$ cat src/hdl/bwma_pkg.sv
package bwma_pkg;

  localparam int HIST_DEPTH = 5;   // boxes held
  localparam int FIELD_CNT  = 4;   // x, y, width, height
  localparam int TAP_W      = 3;   // index into history, also fill count
  localparam int WEIGHT_W   = 3;   // per-tap weight, 2..6
  localparam int DIVISOR_W  = 5;   // weight totals, up to 20
  localparam int SUM_EXTRA  = 5;   // growth of weighted sum over a coordinate

  // control from sequencer to every lane
  typedef struct packed {
    logic clear;
    logic acc_en;
    logic div_en;
  } lane_ctrl_t;

  // weight of history entry idx, newest first
  function automatic logic [WEIGHT_W-1:0] tap_weight(input logic [TAP_W-1:0] idx);
    logic [WEIGHT_W-1:0] w;
    unique case (idx)
      3'd0:    w = 3'd6;
      3'd1:    w = 3'd5;
      3'd2:    w = 3'd4;
      3'd3:    w = 3'd3;
      3'd4:    w = 3'd2;
      default: w = 3'd0;
    endcase
    return w;
  endfunction

  // sum of the weights of the newest cnt entries
  function automatic logic [DIVISOR_W-1:0] weight_total(input logic [TAP_W-1:0] cnt);
    logic [DIVISOR_W-1:0] t;
    unique case (cnt)
      3'd1:    t = 5'd6;
      3'd2:    t = 5'd11;
      3'd3:    t = 5'd15;
      3'd4:    t = 5'd18;
      default: t = 5'd20;
    endcase
    return t;
  endfunction

endpackage

$ cat src/hdl/bwma_lane.sv
// One coordinate: multiply-accumulate over the taps, then restoring divide.
module bwma_lane import bwma_pkg::*; #(
  parameter int COORD_BITS = 12
) (
  input  logic                  clk,
  input  lane_ctrl_t            ctrl,
  input  logic [COORD_BITS-1:0] tap,
  input  logic [WEIGHT_W-1:0]   weight,
  input  logic [DIVISOR_W-1:0]  divisor,
  output logic [COORD_BITS-1:0] quotient
);

  localparam int SUM_W  = COORD_BITS + SUM_EXTRA;
  localparam int PROD_W = COORD_BITS + WEIGHT_W;

  logic [SUM_W-1:0]     acc;      // weighted sum, becomes the quotient
  logic [DIVISOR_W-1:0] rem;
  logic [PROD_W-1:0]    prod;
  logic [DIVISOR_W:0]   trial;
  logic                 ge;

  always_comb begin
    prod  = PROD_W'(tap) * PROD_W'(weight);
    trial = {rem, acc[SUM_W-1]};
    ge    = trial >= {1'b0, divisor};
  end

  always_ff @(posedge clk) begin
    if (ctrl.clear) begin
      acc <= '0;
      rem <= '0;
    end else if (ctrl.acc_en) begin
      acc <= acc + SUM_W'(prod);
    end else if (ctrl.div_en) begin
      // one quotient bit per cycle, MSB first
      acc <= {acc[SUM_W-2:0], ge};
      rem <= ge ? DIVISOR_W'(trial - {1'b0, divisor}) : trial[DIVISOR_W-1:0];
    end
  end

  assign quotient = acc[COORD_BITS-1:0];

endmodule

$ cat src/hdl/bwma_merge.sv
// Gathers lane quotients into one result word and holds it for the sink.
module bwma_merge import bwma_pkg::*; #(
  parameter int COORD_BITS = 12,
  parameter int DATA_W     = 48
) (
  input  logic                                 clk,
  input  logic                                 rst,
  input  logic                                 load,
  input  logic [FIELD_CNT-1:0][COORD_BITS-1:0] quot,
  output logic                                 ready,
  output logic                                 m_tvalid,
  input  logic                                 m_tready,
  output logic [DATA_W-1:0]                    m_tdata
);

  assign ready = !m_tvalid || m_tready;

  always_ff @(posedge clk) begin
    if (rst) begin
      m_tvalid <= 1'b0;
    end else if (load && ready) begin
      m_tvalid <= 1'b1;
    end else if (m_tready) begin
      m_tvalid <= 1'b0;
    end
  end

  always_ff @(posedge clk) begin
    if (load && ready) begin
      m_tdata <= DATA_W'(quot);   // field 0 lands in the low bits
    end
  end

endmodule

$ cat src/hdl/box_weighted_moving_average.sv
// Five-tap weighted moving average of bounding boxes.
// Slave channel s_*: one box per transfer, tdata = {height, width, y, x}
//   packed from bit 0 up, COORD_BITS each, zero padded to whole bytes.
// Master channel m_*: one smoothed box per input, same packing.
// Weights are 6,5,4,3,2 twentieths, newest first; while fewer than five
//   boxes are held, only the held ones count and the sum is divided by
//   their weight total. Quotients truncate.
// Four lanes (one per coordinate) run side by side: multiply-accumulate
//   over the n boxes held (n = 1..5), then bit-serial restoring division,
//   then a final step hands the result to the output register. s_tready
//   rises at the same edge as m_tvalid, and no new input transfer is
//   taken until the current box is through.
// A result waiting on a stalled sink does not block the next input; the
//   block only holds in its final step if the previous result is still
//   unclaimed when the next one is ready.
// Reset (rst, synchronous) empties the history and drops any pending result.
module box_weighted_moving_average import bwma_pkg::*; #(
  parameter  int COORD_BITS = 12,
  localparam int DATA_W     = ((FIELD_CNT * COORD_BITS + 7) / 8) * 8
) (
  input  logic              clk,
  input  logic              rst,
  input  logic              s_tvalid,
  output logic              s_tready,
  input  logic [DATA_W-1:0] s_tdata,   // box_x, box_y, box_width, box_height
  output logic              m_tvalid,
  input  logic              m_tready,
  output logic [DATA_W-1:0] m_tdata    // smooth_x, smooth_y, smooth_width, smooth_height
);

  localparam int SUM_W  = COORD_BITS + SUM_EXTRA;
  localparam int DCNT_W = $clog2(SUM_W);

  typedef enum logic [1:0] {ST_IDLE, ST_ACC, ST_DIV, ST_DONE} state_t;

  state_t                               state;
  logic [TAP_W-1:0]                     fill;      // boxes held, 0..5
  logic [TAP_W-1:0]                     fill_next;
  logic [TAP_W-1:0]                     tap;       // history entry in work
  logic [DCNT_W-1:0]                    dcnt;      // divide steps left - 1
  logic [DIVISOR_W-1:0]                 divisor;
  logic [FIELD_CNT-1:0][COORD_BITS-1:0] hist [HIST_DEPTH];  // entry 0 newest
  logic [FIELD_CNT-1:0][COORD_BITS-1:0] hist_tap;
  logic [FIELD_CNT-1:0][COORD_BITS-1:0] quot;
  lane_ctrl_t                           ctrl;
  logic                                 in_xfer;
  logic                                 merge_ready;
  logic [WEIGHT_W-1:0]                  weight;

  assign s_tready  = (state == ST_IDLE);
  assign in_xfer   = s_tvalid && s_tready;
  assign fill_next = (fill < TAP_W'(HIST_DEPTH)) ? fill + 1'b1 : fill;
  assign hist_tap  = hist[tap];
  assign weight    = tap_weight(tap);

  always_comb begin
    ctrl.clear  = in_xfer;
    ctrl.acc_en = (state == ST_ACC);
    ctrl.div_en = (state == ST_DIV);
  end

  // history shift line: payload only, unused entries are never read
  always_ff @(posedge clk) begin
    if (in_xfer) begin
      for (int k = HIST_DEPTH - 1; k > 0; k--) begin
        hist[k] <= hist[k-1];
      end
      hist[0] <= (FIELD_CNT * COORD_BITS)'(s_tdata);
    end
  end

  // sequencer
  always_ff @(posedge clk) begin
    if (rst) begin
      state   <= ST_IDLE;
      fill    <= '0;
      tap     <= '0;
      dcnt    <= '0;
      divisor <= '0;
    end else begin
      unique case (state)
        ST_IDLE: begin
          if (in_xfer) begin
            fill    <= fill_next;
            divisor <= weight_total(fill_next);
            tap     <= '0;
            state   <= ST_ACC;
          end
        end
        ST_ACC: begin
          if (tap + 1'b1 == fill) begin
            dcnt  <= DCNT_W'(SUM_W - 1);
            state <= ST_DIV;
          end else begin
            tap <= tap + 1'b1;
          end
        end
        ST_DIV: begin
          if (dcnt == '0) begin
            state <= ST_DONE;
          end else begin
            dcnt <= dcnt - 1'b1;
          end
        end
        ST_DONE: begin
          if (merge_ready) begin
            state <= ST_IDLE;
          end
        end
        default: state <= ST_IDLE;
      endcase
    end
  end

  for (genvar f = 0; f < FIELD_CNT; f++) begin : g_lane
    bwma_lane #(
      .COORD_BITS(COORD_BITS)
    ) u_lane (
      .clk     (clk),
      .ctrl    (ctrl),
      .tap     (hist_tap[f]),
      .weight  (weight),
      .divisor (divisor),
      .quotient(quot[f])
    );
  end

  bwma_merge #(
    .COORD_BITS(COORD_BITS),
    .DATA_W    (DATA_W)
  ) u_merge (
    .clk     (clk),
    .rst     (rst),
    .load    (state == ST_DONE),
    .quot    (quot),
    .ready   (merge_ready),
    .m_tvalid(m_tvalid),
    .m_tready(m_tready),
    .m_tdata (m_tdata)
  );

endmodule

$ cat config.mk
export PLATFORM = sky130hd
export DESIGN_NAME = box_weighted_moving_average
export DESIGN_NICKNAME = d
export VERILOG_FILES = /design/src/hdl/bwma_pkg.sv /design/src/hdl/bwma_lane.sv /design/src/hdl/bwma_merge.sv /design/src/hdl/box_weighted_moving_average.sv
export SDC_FILE = /design/constraint.sdc
export NUM_CORES = 1
export LEC_CHECK = 0
export BUFFER_PORTS_ARGS = -buffer_cell sky130_fd_sc_hd__buf_4
export CAP_MARGIN = 10
export CORE_ASPECT_RATIO = 0.7
export CORE_MARGIN = 3
export CORE_UTILIZATION = 45
export CTS_CLUSTER_SIZE = 24
export DETAILED_ROUTE_END_ITERATION = 8
export SLEW_MARGIN = 20
export SYNTH_ARGS = -nofsm -noshare
export SYNTH_HDL_FRONTEND = slang
export SYNTH_SLANG_ARGS = --single-unit
$ cat constraint.sdc
create_clock -name clk -period 8 [get_ports clk]
set_input_delay 0.8 -clock clk [delete_from_list [all_inputs] [get_ports clk]]
set_output_delay 0.8 -clock clk [all_outputs]
set_load 0.02 [all_outputs]
==> results of run 1 <==
==> layer usage <==
layer / share of wire, % / track usage, %
met5: 0 / 0
met4: 2.2 / 4.52
met3: 6.3 / 3.13
met2: 42 / 27.7
met1: 50 / 29.6
==> worst max path at each step <==
stage,start,end,slack [ps],cells past startpoint
3_3_place_gp,flip-flop,g_lane[1].u_lane.acc[15]$_SDFFE_PP0P_,2640,16
5_1_grt,tap[0]$_SDFFE_PP0P_,g_lane[0].u_lane.acc[11]$_SDFFE_PP0P_,2160,19
2_1_floorplan,state[0]$_SDFFE_PP0P_,hist[0][0]$_DFFE_PP_,10,6
4_1_cts,tap[0]$_SDFFE_PP0P_,g_lane[0].u_lane.acc[11]$_SDFFE_PP0P_,2570,19
6_report,tap[0]$_SDFFE_PP0P_,g_lane[0].u_lane.acc[11]$_SDFFE_PP0P_,2470,19
3_5_place_dp,tap[0]$_SDFFE_PP0P_,g_lane[0].u_lane.acc[11]$_SDFFE_PP0P_,2600,19
==> logic make-up after synthesis <==
| family | count (synthesis) |
|---|---|
| flip-flops | 397 |
| AND/OR/NAND/NOR | 440 |
| AO/OA/AOI/OAI | 357 |
| XOR/XNOR | 38 |
| buffers and inverters | 356 |
| multiplexers | 138 |
| adder cells (fa/ha/maj) | 200 |
==> final cells by class <==
class / count / area (um2) / share of cell area [%]
sequential: 397 / 10800 / 43.9
clock inverter: 16 / 141 / 0.573
tap: 655 / 820 / 3.32
multi-input combinational: 1173 / 9820 / 39.8
timing repair buffer: 114 / 868 / 3.52
clock buffer: 59 / 1130 / 4.60
inverter: 277 / 1050 / 4.24
==> layout by cell type (no fill, tap or decap), types with 17 or more instances in the layout <==
cell type / count
nand2b_1: 17
dfxtp_1: 106
xnor2_1: 18
nand3_1: 22
ha_1: 102
mux4_2: 48
or2_2: 18
o21ai_0: 81
a21oi_1: 102
nor2b_1: 17
a211oi_1: 55
edfxtp_1: 288
clkbuf_16: 42
fa_1: 96
nor3_1: 20
nand2_1: 54
xor2_1: 20
nor2_1: 251
a31oi_1: 19
buf_4: 113
inv_1: 275
mux2i_1: 85
==> registers in the layout (all words and copies together) (netlist names), named ones only <==
register           cells
divisor                4
tap                    3
state                  2
u_merge.m_tvalid       1
hist                 240
dcnt                   5
u_merge.m_tdata       48
g_lane.u_lane.rem     20
fill                   3
g_lane.u_lane.acc     68
==> worst max-delay path: cells and delay by family (launching register included) <==
kind | cells | cell delay (ps)
xor gates and xnor gates | 1 | 150
DFF | 1 | 370
adders and majority gates | 5 | 1870
AOI/OAI and AO/OA | 7 | 1900
and+or+nand+nor | 3 | 540
buffers and inverters | 3 | 600
==> per-stage QoR <==
stage / hold WS (ps) / std cells / instance area, um2 / setup slack (ps) / util (%)
final: 414 / 2691 / 24700 / 2470 / 51.4
after global routing: 388 / 2691 / 24700 / 2160 / 51.4
after CTS: 382 / 2691 / 24700 / 2570 / 51.4
after detailed placement: 419 / 2616 / 23400 / 2600 / 48.7
after global placement: 421 / 2616 / 23400 / 2640 / 48.7
after floorplan: 408 / 1926 / 22000 / 10.6 / -
==> impl_metrics.ini, run 1 <==
[critical_path]
r2r_start = tap[0]$_SDFFE_PP0P_
rrSetupSlack_ps = 2470
cpMostUsedCell = ha_1
cp_slowest_cell = a21oi_4
cpPeakStageDelay_ps = 570
crit_required_ps = 8450
cp_max_fo = 34
cp.arrival_ps = 5980
worstPathCellList = ha_1 -> ha_1 -> o21ai_0 -> a21oi_1 -> a21oi_4 -> buf_4 -> nor2_1 -> fa_1 -> inv_1 -> fa_1 -> inv_1 -> ha_1 -> nor2b_1 -> o31ai_1 -> a211oi_1 -> nor3_1 -> xnor2_1 -> a21oi_1 -> a211oi_1
path_class = reg2reg
r2r_cells = 19
r2r-end = g_lane[0].u_lane.acc[11]$_SDFFE_PP0P_
crit_path_end_kind = flip-flop
setup.worst_path.start_class = flip-flop

[synth]
synth_area_mm2 = 0.0219
synth_area_leader_cell = edfxtp_1
synth_most_common_cell = edfxtp_1
yosysUniqueCellTypes = 65
yosys.area_share.simple_pct = 8.97
synthAdderAreaFrac_pct = 14.7
ys_ff_latch = 397
muxShareOfSynthArea_pct = 9.06
synth_xor_area_share_pct = 1.52
synthCells = 1926
synth_common_cells = edfxtp_1 (288), inv_1 (276), nor2_1 (251)
synth_top_cell_area_share_pct = 39.4
yosys_warnings = 0
synth-compound-area-share_pct = 10.3
synth_top_family_by_area = adder cells
synth_edf_count = 288
synth_area_per_cell_um2 = 11.4
yosysSeqAreaShare_pct = 49.3
synth.area.top_cells = edfxtp_1 (39%), dfxtp_1 (9.9%), fa_1 (8.8%)
postSynth.asyncResetShare_pct = 0
synthFlopType = edfxtp_1
synth_nets = 2178

[drt]
drtPass1Iterations = 5
wl_per_cell_um = 18.1
drtIter0Drc = 992
drc = 0
routed_wl_mm = 48.7
ant_nets = 0
via_per_inst = 5.37
num_vias = 14447

[layout]
drive_above_1_share_pct = 12.9
fin_nets = 2256
area_delta_synth_final_pct = 12.4
n_fill_cell = 4200
antenna_cells = 0

[place]
port_buffers = 101
dp_hpwl_mm = 32.9
place_congestion = 0.857

[clock_tree]
cts_setup_buffers = 0
cts_num_sinks = 397
cts_tree = yes
ctsResizeCount = 0
cts_root_buffer = clkbuf_16
htreeDepth = 2
clock_latency_ps = 570
cts_buffers = 41
clkSlewWorstSetupHoldPaths_ps = 60
clock_path_buffers = 3
ctsHoldBuffers = 0

[floorplan]
die_h_um = 191
chipWidth_um = 270
pin_count = 102
initial_utilization_pct = 45.7
dieArea_mm2 = 0.0515
core.rowCount = 67
fp.coreArea_mm2 = 0.0480

[sta]
setup_viol = 0
finClkSkew_ps = 34.8
slew_headroom_pct = 31.8
tns_ps = 0
hold_violations = 0
fmax_mhz = 181
worst_pin_slew_ps = 1020
fin_crit_ps = 5530
maxSlewViolCount = 0
final.period_utilization_pct = 69.1
grt_setup_unrepaired = false

[global_routing]
grt_usage_pct = 19.0
grt_max_degree = 167
grt-ovfl-total = 0
grt_pass1_vias = 14044
antenna_found_initial = 2
grt_pass1_wl_mm = 78.3

[outcome]
status = completed

[min_path]
hp-class = in2reg
holdPathEnd = hist[0][16]$_DFFE_PP_
min-delay-start = s_tdata[16]
hold_path_depth = 1

[job]
maxCapViolCount = 0
Power of run 1 is left out: the tool's default activity adds up to more than one toggle a clock period on the data nets, which glitch-free logic cannot reach.
==> run 2: changes to the inputs <==
==> constraint.sdc (replaced) <==
create_clock -name clk -period 5.3 [get_ports clk]
set_input_delay 0.53 -clock clk [delete_from_list [all_inputs] [get_ports clk]]
set_output_delay 0.53 -clock clk [all_outputs]
set_load 0.02 [all_outputs]
==> impl_metrics.ini, run 2 (synthesized netlist as in run 1, its figures left out) <==
[floorplan]
die_h_um = 191
core.rowCount = 67
dieArea_mm2 = 0.0515
initial_utilization_pct = 45.7
chipWidth_um = 270
pin_count = 102
fp.coreArea_mm2 = 0.0480

[clock_tree]
cts_root_buffer = clkbuf_16
cts_buffers = 41
htreeDepth = 2
clock_latency_ps = 550
cts_tree = yes
clkSlewWorstSetupHoldPaths_ps = 60
ctsHoldBuffers = 0
clock_path_buffers = 3
cts_num_sinks = 397

[global_routing]
grt_use_met1_pct = 29.1
grt_usage_pct = 19.0
antenna_found_initial = 0
grt-ovfl-total = 0
busiest_layer = met1
grt_pass1_wl_mm = 78.5
grt_pass1_vias = 14278
met2_usage_pct = 28.3
grt_max_degree = 140
gr-usage-met3_pct = 3.13

[critical_path]
r2r_cells = 19
crit_required_ps = 5760
cp.arrival_ps = 5450
path_class = reg2reg
setup.worst_path.start_class = flip-flop
cp_max_fo = 10
crit_path_end_kind = flip-flop

[layout]
n_fill_cell = 4126
area_delta_synth_final_pct = 14.5
register_area_mm2 = 0.0108
reg.largest.list = hist (240), g_lane.u_lane.acc (68), u_merge.m_tdata (48)
fin_nets = 2284
multi_input_area_mm2 = 0.00988
drive_above_1_share_pct = 14.6
largest_register_ffs = 240
layout_commonest_cell = edfxtp_1
final_cell_mix = edfxtp_1 (288), inv_1 (275), nor2_1 (251)
top_register = hist

[sta]
fmax_mhz = 200
maxSlewViolCount = 0
worst_pin_slew_ps = 1020
slew_headroom_pct = 32.3
grt_setup_unrepaired = false
hold_violations = 0
tns_ps = 0
setup_viol = 0
final.period_utilization_pct = 94.2
fin_crit_ps = 4990
finClkSkew_ps = 20.7

[place]
dp_hpwl_mm = 33.4
port_buffers = 101
place_congestion = 0.857

[min_path]
hold_path_depth = 1
hp-class = in2reg

[job]
maxCapViolCount = 0

[drt]
ant_nets = 0
wl_per_cell_um = 18.2
drtPass1Iterations = 5
drc = 0
drtIter0Drc = 1267
routed_wl_mm = 49.5
num_vias = 14443
via_per_inst = 5.31

[outcome]
status = completed
## run 2: cell types whose count changed in the layout (fill, tap and decap cells not counted), moves of 2 or more
cell       previous run  this run
bufinv_16             1         7
a21oi_2               1         3
clkinv_1              5         8
buf_12                1         8
clkbuf_1             15         7
buf_4               113       132
ha_1                102       100
clkinv_2              4         7
clkbuf_8              2         0
## run 2: worst max-delay path, stage by stage (launching register included)
cell	delay, ps
dfxtp_2	390
inv_1	80
ha_1	240
o21ai_0	210
a21oi_2	70
buf_4	180
a21oi_4	410
buf_4	280
nor2_1	80
fa_1	550
inv_1	50
fa_1	470
inv_1	40
ha_1	330
a21o_1	210
a221oi_1	410
a21oi_1	150
o31a_1	290
o41a_1	330
o32ai_1	140
## run 2: final timing paths
| path | start | end | slack (ps) |
|---|---|---|---|
| max | tap[0]$_SDFFE_PP0P_ | g_lane[3].u_lane.acc[15]$_SDFFE_PP0P_ | 310 |
| min | s_tdata[44] | hist[0][44]$_DFFE_PP_ | 150 |
| max reg2reg | tap[0]$_SDFFE_PP0P_ | g_lane[3].u_lane.acc[15]$_SDFFE_PP0P_ | 310 |
| min reg2reg | g_lane[3].u_lane.acc[4]$_SDFFE_PP0P_ | u_merge.m_tdata[40]$_DFFE_PP_ | 430 |
## run 2: what timing repair did
item	in CTS	in global routing
setup endpoints to repair	0	22
gates resized for setup	0	9
setup buffers	0	2
## run 2: final cells by class
class                           count  area share [%]
Clock buffer                       49            4.29
Antenna cell                        1         0.00996
Sequential cell                   397            43.1
Timing Repair Buffer              140            4.58
Clock inverter                     25            1.24
Multi-Input combinational cell   1175            39.3
Tap cell                          655            3.26
Inverter                          277            4.17
## run 2: metrics by stage
step / setup slack (ps) / utilization (%) / instance area (um2) / hold slack, ps / instances
final: 306 / 52.3 / 25100 / 151 / 2719
after global placement: 197 / 49.2 / 23700 / 419 / 2640
after CTS: 38.8 / 52.1 / 25000 / 118 / 2714
after global routing: 16.3 / 52.3 / 25100 / 126 / 2718
after detailed placement: 84.0 / 49.2 / 23700 / 418 / 2640
after floorplan: 152 / - / 22000 / 408 / 1926
## run 2: metal layers
| layer | share of wire (%) | routed length, um |
|---|---|---|
| met1 | 50 | 24700 |
| met2 | 43 | 21100 |
| met3 | 5.6 | 2770 |
| met4 | 1.9 | 943 |
| met5 | 0 | 0 |
Power of run 2 is left out for the same reason.
